## config.mk

```make
export PLATFORM = sky130hd
export DESIGN_NAME = bf_ctrl
export DESIGN_NICKNAME = d
export VERILOG_FILES = /design/src/blowfish_block_cipher_defines.svh /design/src/bf_pkg.sv /design/src/bf_ctrl.sv
export SDC_FILE = /design/constraint.sdc
export NUM_CORES = 1
export LEC_CHECK = 0
export BUFFER_PORTS_ARGS = -buffer_cell sky130_fd_sc_hd__buf_2
export CORE_ASPECT_RATIO = 1.75
export CORE_MARGIN = 2
export CORE_UTILIZATION = 45
export DETAILED_ROUTE_END_ITERATION = 10
export PLACE_DENSITY = 0.73
export SLEW_MARGIN = 10
export SYNTH_ARGS = -nofsm -noshare
export SYNTH_HDL_FRONTEND = slang
export SYNTH_SLANG_ARGS = --single-unit
```

## constraint.sdc

```tcl
create_clock -name clk -period 2.18 [get_ports clk]
set_input_delay 0.218 -clock clk [delete_from_list [all_inputs] [get_ports clk]]
set_output_delay 0.218 -clock clk [all_outputs]
set_load 0.01 [all_outputs]
```

## src/blowfish_block_cipher_defines.svh

```systemverilog
// ---------------------------------------------------------------------------
// Blowfish block cipher assertion macros
// Shared assertion helpers, compiled out when NO_ASSERTIONS is defined.
// ---------------------------------------------------------------------------
`ifndef BLOWFISH_BLOCK_CIPHER_DEFINES_SVH
`define BLOWFISH_BLOCK_CIPHER_DEFINES_SVH
`ifndef NO_ASSERTIONS
`define BF_ASSERT_IMPL(label, clk, rst_n, ante, cons) \
  label: assert property (@(posedge clk) disable iff (!rst_n) (ante) |-> (cons)) \
    else $error("assertion failed");
`define BF_ASSERT_NEXT(label, clk, rst_n, ante, cons) \
  label: assert property (@(posedge clk) disable iff (!rst_n) (ante) |=> (cons)) \
    else $error("assertion failed");
`else
`define BF_ASSERT_IMPL(label, clk, rst_n, ante, cons)
`define BF_ASSERT_NEXT(label, clk, rst_n, ante, cons)
`endif
`endif

```

## src/bf_pkg.sv

```systemverilog
// ---------------------------------------------------------------------------
// Blowfish package
// Types, command codes and the pi initialization tables.
// ---------------------------------------------------------------------------
package bf_pkg;

  localparam int ROUNDS   = 16;
  localparam int P_LEN    = ROUNDS + 2;
  localparam int S_LEN    = 1024;
  localparam int KXOR_LEN = P_LEN * 4;

  localparam logic [4:0] P_FIRST = 5'd0;
  localparam logic [4:0] P_LAST  = 5'(P_LEN - 1);

  localparam logic [1:0] KIND_KEY   = 2'd0;
  localparam logic [1:0] KIND_SCHED = 2'd1;
  localparam logic [1:0] KIND_ENC   = 2'd2;
  localparam logic [1:0] KIND_DEC   = 2'd3;

  localparam logic [1:0] SRC_INPUT = 2'd0;
  localparam logic [1:0] SRC_ZERO  = 2'd1;
  localparam logic [1:0] SRC_CHAIN = 2'd2;

  typedef struct packed {
    logic       p_load_rom;
    logic       key_wr;
    logic       key_shift;
    logic       p_xor_key;
    logic       blk_start;
    logic [1:0] blk_src;
    logic       round;
    logic       finish;
    logic       p_wr_pair;
    logic       s_clear;
    logic       s_wr;
    logic       s_wr_hi;
    logic [9:0] s_idx;
    logic [4:0] p_idx;
    logic       out_load;
  } bf_cmd_t;

  typedef struct packed {
    logic out_free;
  } bf_status_t;

  localparam logic [31:0] P_INIT [P_LEN] = '{
    32'h243f6a88, 32'h85a308d3, 32'h13198a2e, 32'h03707344, 32'ha4093822, 32'h299f31d0,
    32'h082efa98, 32'hec4e6c89, 32'h452821e6, 32'h38d01377, 32'hbe5466cf, 32'h34e90c6c,
    32'hc0ac29b7, 32'hc97c50dd, 32'h3f84d5b5, 32'hb5470917, 32'h9216d5d9, 32'h8979fb1b
  };

  localparam logic [31:0] S_INIT [S_LEN] = '{
    32'hd1310ba6, 32'h98dfb5ac, 32'h2ffd72db, 32'hd01adfb7, 32'hb8e1afed, 32'h6a267e96,
    32'hba7c9045, 32'hf12c7f99, 32'h24a19947, 32'hb3916cf7, 32'h0801f2e2, 32'h858efc16,
    32'h636920d8, 32'h71574e69, 32'ha458fea3, 32'hf4933d7e, 32'h0d95748f, 32'h728eb658,
    32'h718bcd58, 32'h82154aee, 32'h7b54a41d, 32'hc25a59b5, 32'h9c30d539, 32'h2af26013,
    32'hc5d1b023, 32'h286085f0, 32'hca417918, 32'hb8db38ef, 32'h8e79dcb0, 32'h603a180e,
    32'h6c9e0e8b, 32'hb01e8a3e, 32'hd71577c1, 32'hbd314b27, 32'h78af2fda, 32'h55605c60,
    32'he65525f3, 32'haa55ab94, 32'h57489862, 32'h63e81440, 32'h55ca396a, 32'h2aab10b6,
    32'hb4cc5c34, 32'h1141e8ce, 32'ha15486af, 32'h7c72e993, 32'hb3ee1411, 32'h636fbc2a,
    32'h2ba9c55d, 32'h741831f6, 32'hce5c3e16, 32'h9b87931e, 32'hafd6ba33, 32'h6c24cf5c,
    32'h7a325381, 32'h28958677, 32'h3b8f4898, 32'h6b4bb9af, 32'hc4bfe81b, 32'h66282193,
    32'h61d809cc, 32'hfb21a991, 32'h487cac60, 32'h5dec8032, 32'hef845d5d, 32'he98575b1,
    32'hdc262302, 32'heb651b88, 32'h23893e81, 32'hd396acc5, 32'h0f6d6ff3, 32'h83f44239,
    32'h2e0b4482, 32'ha4842004, 32'h69c8f04a, 32'h9e1f9b5e, 32'h21c66842, 32'hf6e96c9a,
    32'h670c9c61, 32'habd388f0, 32'h6a51a0d2, 32'hd8542f68, 32'h960fa728, 32'hab5133a3,
    32'h6eef0b6c, 32'h137a3be4, 32'hba3bf050, 32'h7efb2a98, 32'ha1f1651d, 32'h39af0176,
    32'h66ca593e, 32'h82430e88, 32'h8cee8619, 32'h456f9fb4, 32'h7d84a5c3, 32'h3b8b5ebe,
    32'he06f75d8, 32'h85c12073, 32'h401a449f, 32'h56c16aa6, 32'h4ed3aa62, 32'h363f7706,
    32'h1bfedf72, 32'h429b023d, 32'h37d0d724, 32'hd00a1248, 32'hdb0fead3, 32'h49f1c09b,
    32'h075372c9, 32'h80991b7b, 32'h25d479d8, 32'hf6e8def7, 32'he3fe501a, 32'hb6794c3b,
    32'h976ce0bd, 32'h04c006ba, 32'hc1a94fb6, 32'h409f60c4, 32'h5e5c9ec2, 32'h196a2463,
    32'h68fb6faf, 32'h3e6c53b5, 32'h1339b2eb, 32'h3b52ec6f, 32'h6dfc511f, 32'h9b30952c,
    32'hcc814544, 32'haf5ebd09, 32'hbee3d004, 32'hde334afd, 32'h660f2807, 32'h192e4bb3,
    32'hc0cba857, 32'h45c8740f, 32'hd20b5f39, 32'hb9d3fbdb, 32'h5579c0bd, 32'h1a60320a,
    32'hd6a100c6, 32'h402c7279, 32'h679f25fe, 32'hfb1fa3cc, 32'h8ea5e9f8, 32'hdb3222f8,
    32'h3c7516df, 32'hfd616b15, 32'h2f501ec8, 32'had0552ab, 32'h323db5fa, 32'hfd238760,
    32'h53317b48, 32'h3e00df82, 32'h9e5c57bb, 32'hca6f8ca0, 32'h1a87562e, 32'hdf1769db,
    32'hd542a8f6, 32'h287effc3, 32'hac6732c6, 32'h8c4f5573, 32'h695b27b0, 32'hbbca58c8,
    32'he1ffa35d, 32'hb8f011a0, 32'h10fa3d98, 32'hfd2183b8, 32'h4afcb56c, 32'h2dd1d35b,
    32'h9a53e479, 32'hb6f84565, 32'hd28e49bc, 32'h4bfb9790, 32'he1ddf2da, 32'ha4cb7e33,
    32'h62fb1341, 32'hcee4c6e8, 32'hef20cada, 32'h36774c01, 32'hd07e9efe, 32'h2bf11fb4,
    32'h95dbda4d, 32'hae909198, 32'heaad8e71, 32'h6b93d5a0, 32'hd08ed1d0, 32'hafc725e0,
    32'h8e3c5b2f, 32'h8e7594b7, 32'h8ff6e2fb, 32'hf2122b64, 32'h8888b812, 32'h900df01c,
    32'h4fad5ea0, 32'h688fc31c, 32'hd1cff191, 32'hb3a8c1ad, 32'h2f2f2218, 32'hbe0e1777,
    32'hea752dfe, 32'h8b021fa1, 32'he5a0cc0f, 32'hb56f74e8, 32'h18acf3d6, 32'hce89e299,
    32'hb4a84fe0, 32'hfd13e0b7, 32'h7cc43b81, 32'hd2ada8d9, 32'h165fa266, 32'h80957705,
    32'h93cc7314, 32'h211a1477, 32'he6ad2065, 32'h77b5fa86, 32'hc75442f5, 32'hfb9d35cf,
    32'hebcdaf0c, 32'h7b3e89a0, 32'hd6411bd3, 32'hae1e7e49, 32'h00250e2d, 32'h2071b35e,
    32'h226800bb, 32'h57b8e0af, 32'h2464369b, 32'hf009b91e, 32'h5563911d, 32'h59dfa6aa,
    32'h78c14389, 32'hd95a537f, 32'h207d5ba2, 32'h02e5b9c5, 32'h83260376, 32'h6295cfa9,
    32'h11c81968, 32'h4e734a41, 32'hb3472dca, 32'h7b14a94a, 32'h1b510052, 32'h9a532915,
    32'hd60f573f, 32'hbc9bc6e4, 32'h2b60a476, 32'h81e67400, 32'h08ba6fb5, 32'h571be91f,
    32'hf296ec6b, 32'h2a0dd915, 32'hb6636521, 32'he7b9f9b6, 32'hff34052e, 32'hc5855664,
    32'h53b02d5d, 32'ha99f8fa1, 32'h08ba4799, 32'h6e85076a,
    32'h4b7a70e9, 32'hb5b32944, 32'hdb75092e, 32'hc4192623, 32'had6ea6b0, 32'h49a7df7d,
    32'h9cee60b8, 32'h8fedb266, 32'hecaa8c71, 32'h699a17ff, 32'h5664526c, 32'hc2b19ee1,
    32'h193602a5, 32'h75094c29, 32'ha0591340, 32'he4183a3e, 32'h3f54989a, 32'h5b429d65,
    32'h6b8fe4d6, 32'h99f73fd6, 32'ha1d29c07, 32'hefe830f5, 32'h4d2d38e6, 32'hf0255dc1,
    32'h4cdd2086, 32'h8470eb26, 32'h6382e9c6, 32'h021ecc5e, 32'h09686b3f, 32'h3ebaefc9,
    32'h3c971814, 32'h6b6a70a1, 32'h687f3584, 32'h52a0e286, 32'hb79c5305, 32'haa500737,
    32'h3e07841c, 32'h7fdeae5c, 32'h8e7d44ec, 32'h5716f2b8, 32'hb03ada37, 32'hf0500c0d,
    32'hf01c1f04, 32'h0200b3ff, 32'hae0cf51a, 32'h3cb574b2, 32'h25837a58, 32'hdc0921bd,
    32'hd19113f9, 32'h7ca92ff6, 32'h94324773, 32'h22f54701, 32'h3ae5e581, 32'h37c2dadc,
    32'hc8b57634, 32'h9af3dda7, 32'ha9446146, 32'h0fd0030e, 32'hecc8c73e, 32'ha4751e41,
    32'he238cd99, 32'h3bea0e2f, 32'h3280bba1, 32'h183eb331, 32'h4e548b38, 32'h4f6db908,
    32'h6f420d03, 32'hf60a04bf, 32'h2cb81290, 32'h24977c79, 32'h5679b072, 32'hbcaf89af,
    32'hde9a771f, 32'hd9930810, 32'hb38bae12, 32'hdccf3f2e, 32'h5512721f, 32'h2e6b7124,
    32'h501adde6, 32'h9f84cd87, 32'h7a584718, 32'h7408da17, 32'hbc9f9abc, 32'he94b7d8c,
    32'hec7aec3a, 32'hdb851dfa, 32'h63094366, 32'hc464c3d2, 32'hef1c1847, 32'h3215d908,
    32'hdd433b37, 32'h24c2ba16, 32'h12a14d43, 32'h2a65c451, 32'h50940002, 32'h133ae4dd,
    32'h71dff89e, 32'h10314e55, 32'h81ac77d6, 32'h5f11199b, 32'h043556f1, 32'hd7a3c76b,
    32'h3c11183b, 32'h5924a509, 32'hf28fe6ed, 32'h97f1fbfa, 32'h9ebabf2c, 32'h1e153c6e,
    32'h86e34570, 32'heae96fb1, 32'h860e5e0a, 32'h5a3e2ab3, 32'h771fe71c, 32'h4e3d06fa,
    32'h2965dcb9, 32'h99e71d0f, 32'h803e89d6, 32'h5266c825, 32'h2e4cc978, 32'h9c10b36a,
    32'hc6150eba, 32'h94e2ea78, 32'ha5fc3c53, 32'h1e0a2df4, 32'hf2f74ea7, 32'h361d2b3d,
    32'h1939260f, 32'h19c27960, 32'h5223a708, 32'hf71312b6, 32'hebadfe6e, 32'heac31f66,
    32'he3bc4595, 32'ha67bc883, 32'hb17f37d1, 32'h018cff28, 32'hc332ddef, 32'hbe6c5aa5,
    32'h65582185, 32'h68ab9802, 32'heecea50f, 32'hdb2f953b, 32'h2aef7dad, 32'h5b6e2f84,
    32'h1521b628, 32'h29076170, 32'hecdd4775, 32'h619f1510, 32'h13cca830, 32'heb61bd96,
    32'h0334fe1e, 32'haa0363cf, 32'hb5735c90, 32'h4c70a239, 32'hd59e9e0b, 32'hcbaade14,
    32'heecc86bc, 32'h60622ca7, 32'h9cab5cab, 32'hb2f3846e, 32'h648b1eaf, 32'h19bdf0ca,
    32'ha02369b9, 32'h655abb50, 32'h40685a32, 32'h3c2ab4b3, 32'h319ee9d5, 32'hc021b8f7,
    32'h9b540b19, 32'h875fa099, 32'h95f7997e, 32'h623d7da8, 32'hf837889a, 32'h97e32d77,
    32'h11ed935f, 32'h16681281, 32'h0e358829, 32'hc7e61fd6, 32'h96dedfa1, 32'h7858ba99,
    32'h57f584a5, 32'h1b227263, 32'h9b83c3ff, 32'h1ac24696, 32'hcdb30aeb, 32'h532e3054,
    32'h8fd948e4, 32'h6dbc3128, 32'h58ebf2ef, 32'h34c6ffea, 32'hfe28ed61, 32'hee7c3c73,
    32'h5d4a14d9, 32'he864b7e3, 32'h42105d14, 32'h203e13e0, 32'h45eee2b6, 32'ha3aaabea,
    32'hdb6c4f15, 32'hfacb4fd0, 32'hc742f442, 32'hef6abbb5, 32'h654f3b1d, 32'h41cd2105,
    32'hd81e799e, 32'h86854dc7, 32'he44b476a, 32'h3d816250, 32'hcf62a1f2, 32'h5b8d2646,
    32'hfc8883a0, 32'hc1c7b6a3, 32'h7f1524c3, 32'h69cb7492, 32'h47848a0b, 32'h5692b285,
    32'h095bbf00, 32'had19489d, 32'h1462b174, 32'h23820e00, 32'h58428d2a, 32'h0c55f5ea,
    32'h1dadf43e, 32'h233f7061, 32'h3372f092, 32'h8d937e41, 32'hd65fecf1, 32'h6c223bdb,
    32'h7cde3759, 32'hcbee7460, 32'h4085f2a7, 32'hce77326e, 32'ha6078084, 32'h19f8509e,
    32'he8efd855, 32'h61d99735, 32'ha969a7aa, 32'hc50c06c2, 32'h5a04abfc, 32'h800bcadc,
    32'h9e447a2e, 32'hc3453484, 32'hfdd56705, 32'h0e1e9ec9, 32'hdb73dbd3, 32'h105588cd,
    32'h675fda79, 32'he3674340, 32'hc5c43465, 32'h713e38d8, 32'h3d28f89e, 32'hf16dff20,
    32'h153e21e7, 32'h8fb03d4a, 32'he6e39f2b, 32'hdb83adf7,
    32'he93d5a68, 32'h948140f7, 32'hf64c261c, 32'h94692934, 32'h411520f7, 32'h7602d4f7,
    32'hbcf46b2e, 32'hd4a20068, 32'hd4082471, 32'h3320f46a, 32'h43b7d4b7, 32'h500061af,
    32'h1e39f62e, 32'h97244546, 32'h14214f74, 32'hbf8b8840, 32'h4d95fc1d, 32'h96b591af,
    32'h70f4ddd3, 32'h66a02f45, 32'hbfbc09ec, 32'h03bd9785, 32'h7fac6dd0, 32'h31cb8504,
    32'h96eb27b3, 32'h55fd3941, 32'hda2547e6, 32'habca0a9a, 32'h28507825, 32'h530429f4,
    32'h0a2c86da, 32'he9b66dfb, 32'h68dc1462, 32'hd7486900, 32'h680ec0a4, 32'h27a18dee,
    32'h4f3ffea2, 32'he887ad8c, 32'hb58ce006, 32'h7af4d6b6, 32'haace1e7c, 32'hd3375fec,
    32'hce78a399, 32'h406b2a42, 32'h20fe9e35, 32'hd9f385b9, 32'hee39d7ab, 32'h3b124e8b,
    32'h1dc9faf7, 32'h4b6d1856, 32'h26a36631, 32'heae397b2, 32'h3a6efa74, 32'hdd5b4332,
    32'h6841e7f7, 32'hca7820fb, 32'hfb0af54e, 32'hd8feb397, 32'h454056ac, 32'hba489527,
    32'h55533a3a, 32'h20838d87, 32'hfe6ba9b7, 32'hd096954b, 32'h55a867bc, 32'ha1159a58,
    32'hcca92963, 32'h99e1db33, 32'ha62a4a56, 32'h3f3125f9, 32'h5ef47e1c, 32'h9029317c,
    32'hfdf8e802, 32'h04272f70, 32'h80bb155c, 32'h05282ce3, 32'h95c11548, 32'he4c66d22,
    32'h48c1133f, 32'hc70f86dc, 32'h07f9c9ee, 32'h41041f0f, 32'h404779a4, 32'h5d886e17,
    32'h325f51eb, 32'hd59bc0d1, 32'hf2bcc18f, 32'h41113564, 32'h257b7834, 32'h602a9c60,
    32'hdff8e8a3, 32'h1f636c1b, 32'h0e12b4c2, 32'h02e1329e, 32'haf664fd1, 32'hcad18115,
    32'h6b2395e0, 32'h333e92e1, 32'h3b240b62, 32'heebeb922, 32'h85b2a20e, 32'he6ba0d99,
    32'hde720c8c, 32'h2da2f728, 32'hd0127845, 32'h95b794fd, 32'h647d0862, 32'he7ccf5f0,
    32'h5449a36f, 32'h877d48fa, 32'hc39dfd27, 32'hf33e8d1e, 32'h0a476341, 32'h992eff74,
    32'h3a6f6eab, 32'hf4f8fd37, 32'ha812dc60, 32'ha1ebddf8, 32'h991be14c, 32'hdb6e6b0d,
    32'hc67b5510, 32'h6d672c37, 32'h2765d43b, 32'hdcd0e804, 32'hf1290dc7, 32'hcc00ffa3,
    32'hb5390f92, 32'h690fed0b, 32'h667b9ffb, 32'hcedb7d9c, 32'ha091cf0b, 32'hd9155ea3,
    32'hbb132f88, 32'h515bad24, 32'h7b9479bf, 32'h763bd6eb, 32'h37392eb3, 32'hcc115979,
    32'h8026e297, 32'hf42e312d, 32'h6842ada7, 32'hc66a2b3b, 32'h12754ccc, 32'h782ef11c,
    32'h6a124237, 32'hb79251e7, 32'h06a1bbe6, 32'h4bfb6350, 32'h1a6b1018, 32'h11caedfa,
    32'h3d25bdd8, 32'he2e1c3c9, 32'h44421659, 32'h0a121386, 32'hd90cec6e, 32'hd5abea2a,
    32'h64af674e, 32'hda86a85f, 32'hbebfe988, 32'h64e4c3fe, 32'h9dbc8057, 32'hf0f7c086,
    32'h60787bf8, 32'h6003604d, 32'hd1fd8346, 32'hf6381fb0, 32'h7745ae04, 32'hd736fccc,
    32'h83426b33, 32'hf01eab71, 32'hb0804187, 32'h3c005e5f, 32'h77a057be, 32'hbde8ae24,
    32'h55464299, 32'hbf582e61, 32'h4e58f48f, 32'hf2ddfda2, 32'hf474ef38, 32'h8789bdc2,
    32'h5366f9c3, 32'hc8b38e74, 32'hb475f255, 32'h46fcd9b9, 32'h7aeb2661, 32'h8b1ddf84,
    32'h846a0e79, 32'h915f95e2, 32'h466e598e, 32'h20b45770, 32'h8cd55591, 32'hc902de4c,
    32'hb90bace1, 32'hbb8205d0, 32'h11a86248, 32'h7574a99e, 32'hb77f19b6, 32'he0a9dc09,
    32'h662d09a1, 32'hc4324633, 32'he85a1f02, 32'h09f0be8c, 32'h4a99a025, 32'h1d6efe10,
    32'h1ab93d1d, 32'h0ba5a4df, 32'ha186f20f, 32'h2868f169, 32'hdcb7da83, 32'h573906fe,
    32'ha1e2ce9b, 32'h4fcd7f52, 32'h50115e01, 32'ha70683fa, 32'ha002b5c4, 32'h0de6d027,
    32'h9af88c27, 32'h773f8641, 32'hc3604c06, 32'h61a806b5, 32'hf0177a28, 32'hc0f586e0,
    32'h006058aa, 32'h30dc7d62, 32'h11e69ed7, 32'h2338ea63, 32'h53c2dd94, 32'hc2c21634,
    32'hbbcbee56, 32'h90bcb6de, 32'hebfc7da1, 32'hce591d76, 32'h6f05e409, 32'h4b7c0188,
    32'h39720a3d, 32'h7c927c24, 32'h86e3725f, 32'h724d9db9, 32'h1ac15bb4, 32'hd39eb8fc,
    32'hed545578, 32'h08fca5b5, 32'hd83d7cd3, 32'h4dad0fc4, 32'h1e50ef5e, 32'hb161e6f8,
    32'ha28514d9, 32'h6c51133c, 32'h6fd5c7e7, 32'h56e14ec4, 32'h362abfce, 32'hddc6c837,
    32'hd79a3234, 32'h92638212, 32'h670efa8e, 32'h406000e0,
    32'h3a39ce37, 32'hd3faf5cf, 32'habc27737, 32'h5ac52d1b, 32'h5cb0679e, 32'h4fa33742,
    32'hd3822740, 32'h99bc9bbe, 32'hd5118e9d, 32'hbf0f7315, 32'hd62d1c7e, 32'hc700c47b,
    32'hb78c1b6b, 32'h21a19045, 32'hb26eb1be, 32'h6a366eb4, 32'h5748ab2f, 32'hbc946e79,
    32'hc6a376d2, 32'h6549c2c8, 32'h530ff8ee, 32'h468dde7d, 32'hd5730a1d, 32'h4cd04dc6,
    32'h2939bbdb, 32'ha9ba4650, 32'hac9526e8, 32'hbe5ee304, 32'ha1fad5f0, 32'h6a2d519a,
    32'h63ef8ce2, 32'h9a86ee22, 32'hc089c2b8, 32'h43242ef6, 32'ha51e03aa, 32'h9cf2d0a4,
    32'h83c061ba, 32'h9be96a4d, 32'h8fe51550, 32'hba645bd6, 32'h2826a2f9, 32'ha73a3ae1,
    32'h4ba99586, 32'hef5562e9, 32'hc72fefd3, 32'hf752f7da, 32'h3f046f69, 32'h77fa0a59,
    32'h80e4a915, 32'h87b08601, 32'h9b09e6ad, 32'h3b3ee593, 32'he990fd5a, 32'h9e34d797,
    32'h2cf0b7d9, 32'h022b8b51, 32'h96d5ac3a, 32'h017da67d, 32'hd1cf3ed6, 32'h7c7d2d28,
    32'h1f9f25cf, 32'hadf2b89b, 32'h5ad6b472, 32'h5a88f54c, 32'he029ac71, 32'he019a5e6,
    32'h47b0acfd, 32'hed93fa9b, 32'he8d3c48d, 32'h283b57cc, 32'hf8d56629, 32'h79132e28,
    32'h785f0191, 32'hed756055, 32'hf7960e44, 32'he3d35e8c, 32'h15056dd4, 32'h88f46dba,
    32'h03a16125, 32'h0564f0bd, 32'hc3eb9e15, 32'h3c9057a2, 32'h97271aec, 32'ha93a072a,
    32'h1b3f6d9b, 32'h1e6321f5, 32'hf59c66fb, 32'h26dcf319, 32'h7533d928, 32'hb155fdf5,
    32'h03563482, 32'h8aba3cbb, 32'h28517711, 32'hc20ad9f8, 32'habcc5167, 32'hccad925f,
    32'h4de81751, 32'h3830dc8e, 32'h379d5862, 32'h9320f991, 32'hea7a90c2, 32'hfb3e7bce,
    32'h5121ce64, 32'h774fbe32, 32'ha8b6e37e, 32'hc3293d46, 32'h48de5369, 32'h6413e680,
    32'ha2ae0810, 32'hdd6db224, 32'h69852dfd, 32'h09072166, 32'hb39a460a, 32'h6445c0dd,
    32'h586cdecf, 32'h1c20c8ae, 32'h5bbef7dd, 32'h1b588d40, 32'hccd2017f, 32'h6bb4e3bb,
    32'hdda26a7e, 32'h3a59ff45, 32'h3e350a44, 32'hbcb4cdd5, 32'h72eacea8, 32'hfa6484bb,
    32'h8d6612ae, 32'hbf3c6f47, 32'hd29be463, 32'h542f5d9e, 32'haec2771b, 32'hf64e6370,
    32'h740e0d8d, 32'he75b1357, 32'hf8721671, 32'haf537d5d, 32'h4040cb08, 32'h4eb4e2cc,
    32'h34d2466a, 32'h0115af84, 32'he1b00428, 32'h95983a1d, 32'h06b89fb4, 32'hce6ea048,
    32'h6f3f3b82, 32'h3520ab82, 32'h011a1d4b, 32'h277227f8, 32'h611560b1, 32'he7933fdc,
    32'hbb3a792b, 32'h344525bd, 32'ha08839e1, 32'h51ce794b, 32'h2f32c9b7, 32'ha01fbac9,
    32'he01cc87e, 32'hbcc7d1f6, 32'hcf0111c3, 32'ha1e8aac7, 32'h1a908749, 32'hd44fbd9a,
    32'hd0dadecb, 32'hd50ada38, 32'h0339c32a, 32'hc6913667, 32'h8df9317c, 32'he0b12b4f,
    32'hf79e59b7, 32'h43f5bb3a, 32'hf2d519ff, 32'h27d9459c, 32'hbf97222c, 32'h15e6fc2a,
    32'h0f91fc71, 32'h9b941525, 32'hfae59361, 32'hceb69ceb, 32'hc2a86459, 32'h12baa8d1,
    32'hb6c1075e, 32'he3056a0c, 32'h10d25065, 32'hcb03a442, 32'he0ec6e0e, 32'h1698db3b,
    32'h4c98a0be, 32'h3278e964, 32'h9f1f9532, 32'he0d392df, 32'hd3a0342b, 32'h8971f21e,
    32'h1b0a7441, 32'h4ba3348c, 32'hc5be7120, 32'hc37632d8, 32'hdf359f8d, 32'h9b992f2e,
    32'he60b6f47, 32'h0fe3f11d, 32'he54cda54, 32'h1edad891, 32'hce6279cf, 32'hcd3e7e6f,
    32'h1618b166, 32'hfd2c1d05, 32'h848fd2c5, 32'hf6fb2299, 32'hf523f357, 32'ha6327623,
    32'h93a83531, 32'h56cccd02, 32'hacf08162, 32'h5a75ebb5, 32'h6e163697, 32'h88d273cc,
    32'hde966292, 32'h81b949d0, 32'h4c50901b, 32'h71c65614, 32'he6c6c7bd, 32'h327a140a,
    32'h45e1d006, 32'hc3f27b9a, 32'hc9aa53fd, 32'h62a80f00, 32'hbb25bfe2, 32'h35bdd2f6,
    32'h71126905, 32'hb2040222, 32'hb6cbcf7c, 32'hcd769c2b, 32'h53113ec0, 32'h1640e3d3,
    32'h38abbd60, 32'h2547adf0, 32'hba38209c, 32'hf746ce76, 32'h77afa1c5, 32'h20756060,
    32'h85cbfe4e, 32'h8ae88dd8, 32'h7aaaf9b0, 32'h4cf9aa7e, 32'h1948c25c, 32'h02fb8a8c,
    32'h01c36ae4, 32'hd6ebe1f9, 32'h90d4f869, 32'ha65cdea0, 32'h3f09252d, 32'hc208e69f,
    32'hb74e6132, 32'hce77e25b, 32'h578fdfe3, 32'h3ac372e6
  };

endpackage

```

## src/bf_ctrl.sv

```systemverilog
// ---------------------------------------------------------------------------
// Blowfish controller
// Sequences table loads, key mixing, rounds and the key schedule.
// ---------------------------------------------------------------------------
module bf_ctrl #(
  parameter int MAX_KEY_BYTES = 80
) (
  input  logic                             clk,
  input  logic                             rst_n,
  input  logic                             in_valid,
  output logic                             in_ready,
  input  logic [1:0]                       in_kind,
  input  bf_pkg::bf_status_t               status,
  output bf_pkg::bf_cmd_t                  cmd,
  output logic [$clog2(MAX_KEY_BYTES)-1:0] key_wr_addr,
  output logic [$clog2(MAX_KEY_BYTES)-1:0] key_rd_addr
);

  localparam int KAW = $clog2(MAX_KEY_BYTES);
  localparam int KCW = $clog2(MAX_KEY_BYTES + 1);
  localparam logic [KCW-1:0] KEY_MAX = KCW'(MAX_KEY_BYTES);

  localparam logic [3:0] ST_INIT  = 4'd0;
  localparam logic [3:0] ST_IDLE  = 4'd1;
  localparam logic [3:0] ST_KXOR  = 4'd2;
  localparam logic [3:0] ST_START = 4'd3;
  localparam logic [3:0] ST_WAIT  = 4'd4;
  localparam logic [3:0] ST_ROUND = 4'd5;
  localparam logic [3:0] ST_FIN   = 4'd6;
  localparam logic [3:0] ST_OUT   = 4'd7;
  localparam logic [3:0] ST_WRP   = 4'd8;
  localparam logic [3:0] ST_WRS0  = 4'd9;
  localparam logic [3:0] ST_WRS1  = 4'd10;

  localparam logic [9:0] CLR_LAST  = 10'd255;
  localparam logic [9:0] KXOR_END  = 10'(bf_pkg::KXOR_LEN);
  localparam logic [9:0] S_LAST    = 10'(bf_pkg::S_LEN - 2);
  localparam logic [3:0] RND_LAST  = 4'(bf_pkg::ROUNDS - 1);
  localparam logic [3:0] P_PAIRS   = 4'(bf_pkg::P_LEN / 2);

  logic [3:0]     state_r, state_nxt;
  logic [9:0]     cnt_r, cnt_nxt;
  logic [3:0]     rnd_r, rnd_nxt;
  logic [3:0]     wcnt_r, wcnt_nxt;
  logic           dec_r, dec_nxt;
  logic           sched_r, sched_nxt;
  logic [KCW-1:0] kcount_r, kcount_nxt;
  logic [KAW-1:0] j_r, j_nxt;
  logic [6:0]     sh;

  assign sh          = 7'(cnt_r - 10'd1);
  assign key_wr_addr = kcount_r[KAW-1:0];
  assign key_rd_addr = j_r;

  always_comb begin
    state_nxt  = state_r;
    cnt_nxt    = cnt_r;
    rnd_nxt    = rnd_r;
    wcnt_nxt   = wcnt_r;
    dec_nxt    = dec_r;
    sched_nxt  = sched_r;
    kcount_nxt = kcount_r;
    j_nxt      = j_r;
    cmd        = '0;
    in_ready   = 1'b0;
    unique case (state_r)
      ST_INIT: begin
        cmd.s_clear    = 1'b1;
        cmd.s_idx      = cnt_r;
        cmd.p_load_rom = 1'b1;
        if (cnt_r == CLR_LAST) begin
          cnt_nxt = '0;
          j_nxt   = '0;
          if (!sched_r) begin
            state_nxt = ST_IDLE;
          end else if (kcount_r != '0) begin
            state_nxt = ST_KXOR;
          end else begin
            state_nxt = ST_START;
          end
        end else begin
          cnt_nxt = cnt_r + 10'd1;
        end
      end
      ST_IDLE: begin
        in_ready = 1'b1;
        if (in_valid) begin
          unique case (in_kind)
            bf_pkg::KIND_KEY: begin
              if (kcount_r < KEY_MAX) begin
                cmd.key_wr = 1'b1;
                kcount_nxt = kcount_r + KCW'(1);
              end
            end
            bf_pkg::KIND_SCHED: begin
              sched_nxt = 1'b1;
              dec_nxt   = 1'b0;
              cnt_nxt   = '0;
              wcnt_nxt  = '0;
              state_nxt = ST_INIT;
            end
            default: begin
              cmd.blk_start = 1'b1;
              cmd.blk_src   = bf_pkg::SRC_INPUT;
              dec_nxt       = (in_kind == bf_pkg::KIND_DEC);
              cmd.p_idx     = (in_kind == bf_pkg::KIND_DEC) ? bf_pkg::P_LAST
                                                              : bf_pkg::P_FIRST;
              rnd_nxt       = '0;
              state_nxt     = ST_WAIT;
            end
          endcase
        end
      end
      ST_KXOR: begin
        if (cnt_r != KXOR_END) begin
          j_nxt = (KCW'(j_r) + KCW'(1) == kcount_r) ? '0 : j_r + KAW'(1);
        end
        if (cnt_r != '0) begin
          cmd.key_shift = 1'b1;
          cmd.p_idx     = 5'(sh[6:2]);
          cmd.p_xor_key = (sh[1:0] == 2'd3);
        end
        if (cnt_r == KXOR_END) begin
          cnt_nxt   = '0;
          state_nxt = ST_START;
        end else begin
          cnt_nxt = cnt_r + 10'd1;
        end
      end
      ST_START: begin
        cmd.blk_start = 1'b1;
        cmd.blk_src   = (wcnt_r == '0 && cnt_r == '0) ? bf_pkg::SRC_ZERO
                                                      : bf_pkg::SRC_CHAIN;
        cmd.p_idx     = bf_pkg::P_FIRST;
        rnd_nxt       = '0;
        state_nxt     = ST_WAIT;
      end
      ST_WAIT: begin
        state_nxt = ST_ROUND;
      end
      ST_ROUND: begin
        cmd.round = 1'b1;
        cmd.p_idx = dec_r ? 5'(5'd16 - {1'b0, rnd_r}) : 5'({1'b0, rnd_r} + 5'd1);
        if (rnd_r == RND_LAST) begin
          state_nxt = ST_FIN;
        end else begin
          rnd_nxt   = rnd_r + 4'd1;
          state_nxt = ST_WAIT;
        end
      end
      ST_FIN: begin
        cmd.finish = 1'b1;
        cmd.p_idx  = dec_r ? bf_pkg::P_FIRST : bf_pkg::P_LAST;
        if (!sched_r) begin
          state_nxt = ST_OUT;
        end else if (wcnt_r != P_PAIRS) begin
          state_nxt = ST_WRP;
        end else begin
          state_nxt = ST_WRS0;
        end
      end
      ST_OUT: begin
        if (status.out_free) begin
          cmd.out_load = 1'b1;
          state_nxt    = ST_IDLE;
        end
      end
      ST_WRP: begin
        cmd.p_wr_pair = 1'b1;
        cmd.p_idx     = {wcnt_r, 1'b0};
        wcnt_nxt      = wcnt_r + 4'd1;
        state_nxt     = ST_START;
      end
      ST_WRS0: begin
        cmd.s_wr  = 1'b1;
        cmd.s_idx = cnt_r;
        state_nxt = ST_WRS1;
      end
      ST_WRS1: begin
        cmd.s_wr    = 1'b1;
        cmd.s_wr_hi = 1'b1;
        cmd.s_idx   = cnt_r | 10'd1;
        if (cnt_r == S_LAST) begin
          cnt_nxt    = '0;
          kcount_nxt = '0;
          sched_nxt  = 1'b0;
          state_nxt  = ST_IDLE;
        end else begin
          cnt_nxt   = cnt_r + 10'd2;
          state_nxt = ST_START;
        end
      end
      default: begin
        state_nxt = ST_INIT;
        cnt_nxt   = '0;
        sched_nxt = 1'b0;
      end
    endcase
  end

  always_ff @(posedge clk) begin
    if (!rst_n) begin
      state_r  <= ST_INIT;
      cnt_r    <= '0;
      rnd_r    <= '0;
      wcnt_r   <= '0;
      dec_r    <= 1'b0;
      sched_r  <= 1'b0;
      kcount_r <= '0;
      j_r      <= '0;
    end else begin
      state_r  <= state_nxt;
      cnt_r    <= cnt_nxt;
      rnd_r    <= rnd_nxt;
      wcnt_r   <= wcnt_nxt;
      dec_r    <= dec_nxt;
      sched_r  <= sched_nxt;
      kcount_r <= kcount_nxt;
      j_r      <= j_nxt;
    end
  end

endmodule

```

-- Yosys cells after proc, flatten, opt, wreduce, memory -nomap -nowiden
Cells that the tools add are included.
- reduce and logical (&&, ||, !) cells: 24
- muxes and demuxes: 66
- $lt $le $gt $ge: 1
- add/subtract/negate cells: 9
- equal/unequal tests: 32
- bitwise logic cells: 3
- operator list (operator ; number):
    $mux W10 ; 5
    $pmux W10 S5 ; 1
    $mux W7 ; 7
    $pmux W4 S11 ; 1
    $mux W4 ; 10
    $mux W5 ; 6
    $pmux W7 S2 ; 2
    $pmux W5 S5 ; 1
    $ne A2 B2 Y1 const B ; 10
    $pmux W10 S2 ; 1
    $mux W1 ; 18
    $eq A4 B3 Y1 const B ; 4
    $eq A4 B4 Y1 const B ; 4
    $pmux W4 S2 ; 2
    $add A7 B1 Y7 const B ; 2
    $mux W2 ; 6
    $pmux W4 S3 ; 1
    $reduce_and A3 Y1 ; 4
    $add A10 B1 Y10 const B ; 1
    $add A10 B2 Y10 const B ; 1
    $eq A10 B10 Y1 const B ; 1
    $eq A10 B7 Y1 const B ; 1
    $eq A10 B8 Y1 const B ; 1
    $logic_not A10 Y1 ; 1
    30 further kinds ; 44
- word-level logic and storage cells: 143
- bits of input ports: 6
- register bits: 38
- output and inout port bits: 44

-- Longest topological paths before layout
- word-level depth: 5
- depth in mapped cells: 10
- gate-level depth less buffers: 8

-- Least setup slack after synthesis
OpenSTA, ideal clock, no wires.
- path kind: register to register
- start: register cnt_r[0]
- end: register cnt_r[2]
- buffers on the path: 2
- arrival time: 2.026 ns
- path slack: 0.026 ns
- clock period less this slack: 2.154 ns
- setup time: 0.128 ns
- stages on the path, launching flop included: 11
- data required time: 2.052 ns
- cell sequence: dfxtp_1 clkbuf_1 inv_1 ha_1 nor3b_1 a41oi_2 nand2b_1 buf_6 and3_1 a221oi_1 nor2_1
- longest elaborated chain between the ends: 3
- elaborated cells between the ends (all ways): 9
- ends and longest elaborated chain (what ; RTL line ; source):
    start: declaration ; bf_ctrl.sv:42 ; logic [9:0] cnt_r, cnt_nxt;
    start signal: assignment ; bf_ctrl.sv:213 ; cnt_r <= cnt_nxt;
    $add A10 B2 Y10 (tied with other cells) ; bf_ctrl.sv:189 ; cnt_nxt = cnt_r + 10'd2;
    $mux W10 (on tied branches) ; bf_ctrl.sv:183, bf_ctrl.sv:71, bf_ctrl.sv:123 ;
    $pmux W10 S5 (*) ; bf_ctrl.sv:66 ; unique case (state_r)
Every way passes the cells marked *; elsewhere a longest branch is shown, timed or not.
A chain may end at the register's enable or synchronous reset.

==> summary.md <==
| Metric | Value |
|---|---|
| Initial DRC count | `approximately 190` |
| Post-synth top area share | `0.254` |
| CP startpoint kind | `register` |
| Worst-path fanout max | `6` |
| Vias in the first global route | `3030` |
| Nets | `slightly below 500` |
| Clock sink total | `38` |
| Final Critical Period | `2.13 ns` |
| DR vias/cell | `5.92` |
| CP Cell Sequence | `nor4_4 -> buf_4 -> a31oi_1 -> buf_4 -> buf_4 -> a221o_1 -> buf_2` |
| Mapped cell area | `2990 um2` |
| Via Count | `roughly 3.3k` |
| Clock network latency to the later pin of the worst-skew pair | `0.29 ns` |
| Fin worst setup slack | `0.0539 ns` |
| CTS max path bufs | `2` |
| Initial antenna violation count | `0` |
| Post-route cell area | `3800 um2` |
| Synth-to-Final Area Change | `27.0%` |
| Register clock-pin slew on the reported worst setup and hold paths | `0.06 ns` |
| Worst rel slew slack | `0.676` |
| Setup TNS | `0 ns` |
| # H-tree levels | `2` |
| Yosys reg bits | `38` |
| IO buf count | `between 40 and 50` |
| PD cells | `905 nW/um2` |
| Crit Path Category | `reg2out` |
| Leakage | `between 1.5 and 2 nW` |
| Multi-input logic area | `2090 um2` |
| Max frequency | `approximately 0.47 GHz` |
| GPL Wtd Cong | `roughly 0.95` |
| Post-synthesis sequential area ratio | `0.254` |
| Synth top area cells | `dfxtp_1, nor2_1, ha_1` |
| Worst EP arrival | `1.91 ns` |
| Antenna Violating Nets Remaining | `0` |
| Synth unique cells | `68` |
| M2 GR Usage | `0.459` |
| Dominant cell type by area after synthesis | `dfxtp_1` |
| M1 GR Usage | `0.272` |
| Status | `completed` |
| Final wirelength | `9.20 mm` |
| Routed len/inst | `16.5 um` |
| CP max-delay cell | `dfxtp_2` |
| Core Box Area | `6490 um2` |
| Chip width | `between 60 and 70 um` |
| CP required | `1.96 ns` |
| Largest net degree at the start of global routing | `22` |
| Drc violations | `0` |
| Yosys warns | `0` |
| Crit. End Element | `output port` |
| Synth Instances | `between 300 and 400` |
| Most used DFF post-synth | `dfxtp_1` |
| Pre-CTS setup slack | `~0.053 ns` |
| Most frequent cells after synthesis | `nor2_1, dfxtp_1, nand2_1` |
| Register area | `around 770 um2` |
| Die footprint | `7350 um2` |
| Maximum VDD drop | `~0.57 mV` |
| Type of the worst min-delay path | `in2reg` |
| Tcrit/Tclk final | `0.975` |
| Antenna Cells | `0` |
| GRT Max-Usage Layer | `met2` |
| First-pass GRT wire length | `roughly 15 mm` |
| CTS Buf Count | `5` |
| RSZ-0062 raised after global routing | `true` |
| Worst Tran Pin Value | `0.485 ns` |
| Final Setup Violations | `0` |
| Initial Util | `0.461` |
| Clk_skew | `a little under 0.008 ns` |
| Router iterations before antenna repair | `7` |
| Final count of hold timing violations | `0` |
| Most common cell in the synthesized netlist | `nor2_1` |
| CTS tree | `yes` |
| Met3 GRT Util | `0.0333` |
| Hpwl dp | `roughly 6.9 mm` |
| EDFF count, synth | `0` |
| Total Routing Usage GR | `0.254` |
| FFs w/ async S/R, synth | `0` |
| Fillers | `about 600` |
| Synthesized Nets | `417` |
| Slew Limit Fails | `0` |
| Syn Area/Cell | `7.56 um2` |
| Crit-path most repeated cell | `buf_4` |
| Die H | `around 110 um` |
| Maxcap violations | `0` |
| Cell area after placement | `~3500 um2` |
| Share of cells above drive strength 1 | `0.282` |
| Worst stage delay on the critical path | `approximately 0.37 ns` |
| Hold Buf Count CTS | `0` |
| Gr ovfl total | `0` |
| CTS Root Cell | `clkbuf_16` |
| I/O pin count | `50` |
| Row count | `39` |
## flip-flops by register name (all words and copies together) (netlist names)
register,cells
key_wr_addr,7
state_r,4
rnd_r,4
cnt_r,10
dec_r,1
sched_r,1
key_rd_addr,7
wcnt_r,4
## layer usage
| layer | vias to the layer above | part of all wire | wire [um] |
|---|---|---|---|
| met5 | - | 0 | 0 |
| met4 | 0 | 0.050 | 463 |
| met3 | 36 | 0.045 | 414 |
| met2 | 128 | 0.54 | 5010 |
| met1 | 1567 | 0.36 | 3310 |
| li1 | 1573 | - | - |
## final cells by class
cell class,instances,area share
clock inverters,1,0.00132
repair buffers,96,0.161
inverters,21,0.0214
clock buffers,7,0.0375
multi-input cells,313,0.549
flip-flops and latches,38,0.203
well taps,82,0.0270
## logic make-up after synthesis
| logic type | Yosys count | synth area share |
|---|---|---|
| muxes | 2 | 0.00752 |
| adders and majority gates | 15 | 0.0627 |
| xor gates and xnor gates | 28 | 0.0819 |
| buffers and inverters | 45 | 0.0710 |
| and+or+nand+nor | 171 | 0.299 |
| DFF | 38 | 0.254 |
| AOI/OAI and AO/OA | 97 | 0.224 |
## what timing repair did
item / CTS / global route
setup endpoints to repair: 5 / 19
pin swaps: 1 / 6
setup buffers: 2 / 4
resized for setup: 4 / 20
## where the power goes
| group | leakage (nW) | total [mW] | switching (mW) | internal, mW |
|---|---|---|---|---|
| combinational | 1.29 | 1.89 | 1.03 | 0.856 |
| sequential | 0.310 | 0.817 | 0.0602 | 0.757 |
| clock | 0.0739 | 0.735 | 0.282 | 0.453 |
| total | 1.68 | 3.44 | 1.38 | 2.07 |
## layout by cell type, fill, tap and decap left out, drive strengths merged, types with 15 or more instances in the layout
cell   count
buf       96
a21oi     29
nor2      60
nand2     34
o21ai     20
inv       20
ha        15
dfxtp     38
## per-stage QoR
stage	hold WS [ns]	instances	power, mW	utilization
floorplan	0.392	396	1.92	-
global placement	0.519	544	2.49	0.544
detailed placement	0.523	544	2.52	0.544
CTS	0.286	554	3.29	0.572
global route	0.316	558	3.66	0.586
finish	0.294	558	3.44	0.586
## critical path, delay by kind of cell, from the launching register on
kind	cells	cell delay (ns)
buffers and inverters	4	0.60
AO/OA/AOI/OAI	2	0.35
flip-flops	1	0.37
AND/OR/NAND/NOR	1	0.31
## worst paths after layout
check | start | to | slack [ns] | cells after the start
worst min-delay path | rst_n | rnd_r[3] | 0.29 | 3
worst max-delay path | cnt_r[9] | cmd[1] | 0.05 | 7
worst min register to register | cnt_r[9] | cnt_r[9] | 0.54 | 2
worst max register to register | cnt_r[0] | key_wr_addr[5] | 0.14 | 9
Power figures use the tool's default switching activity.
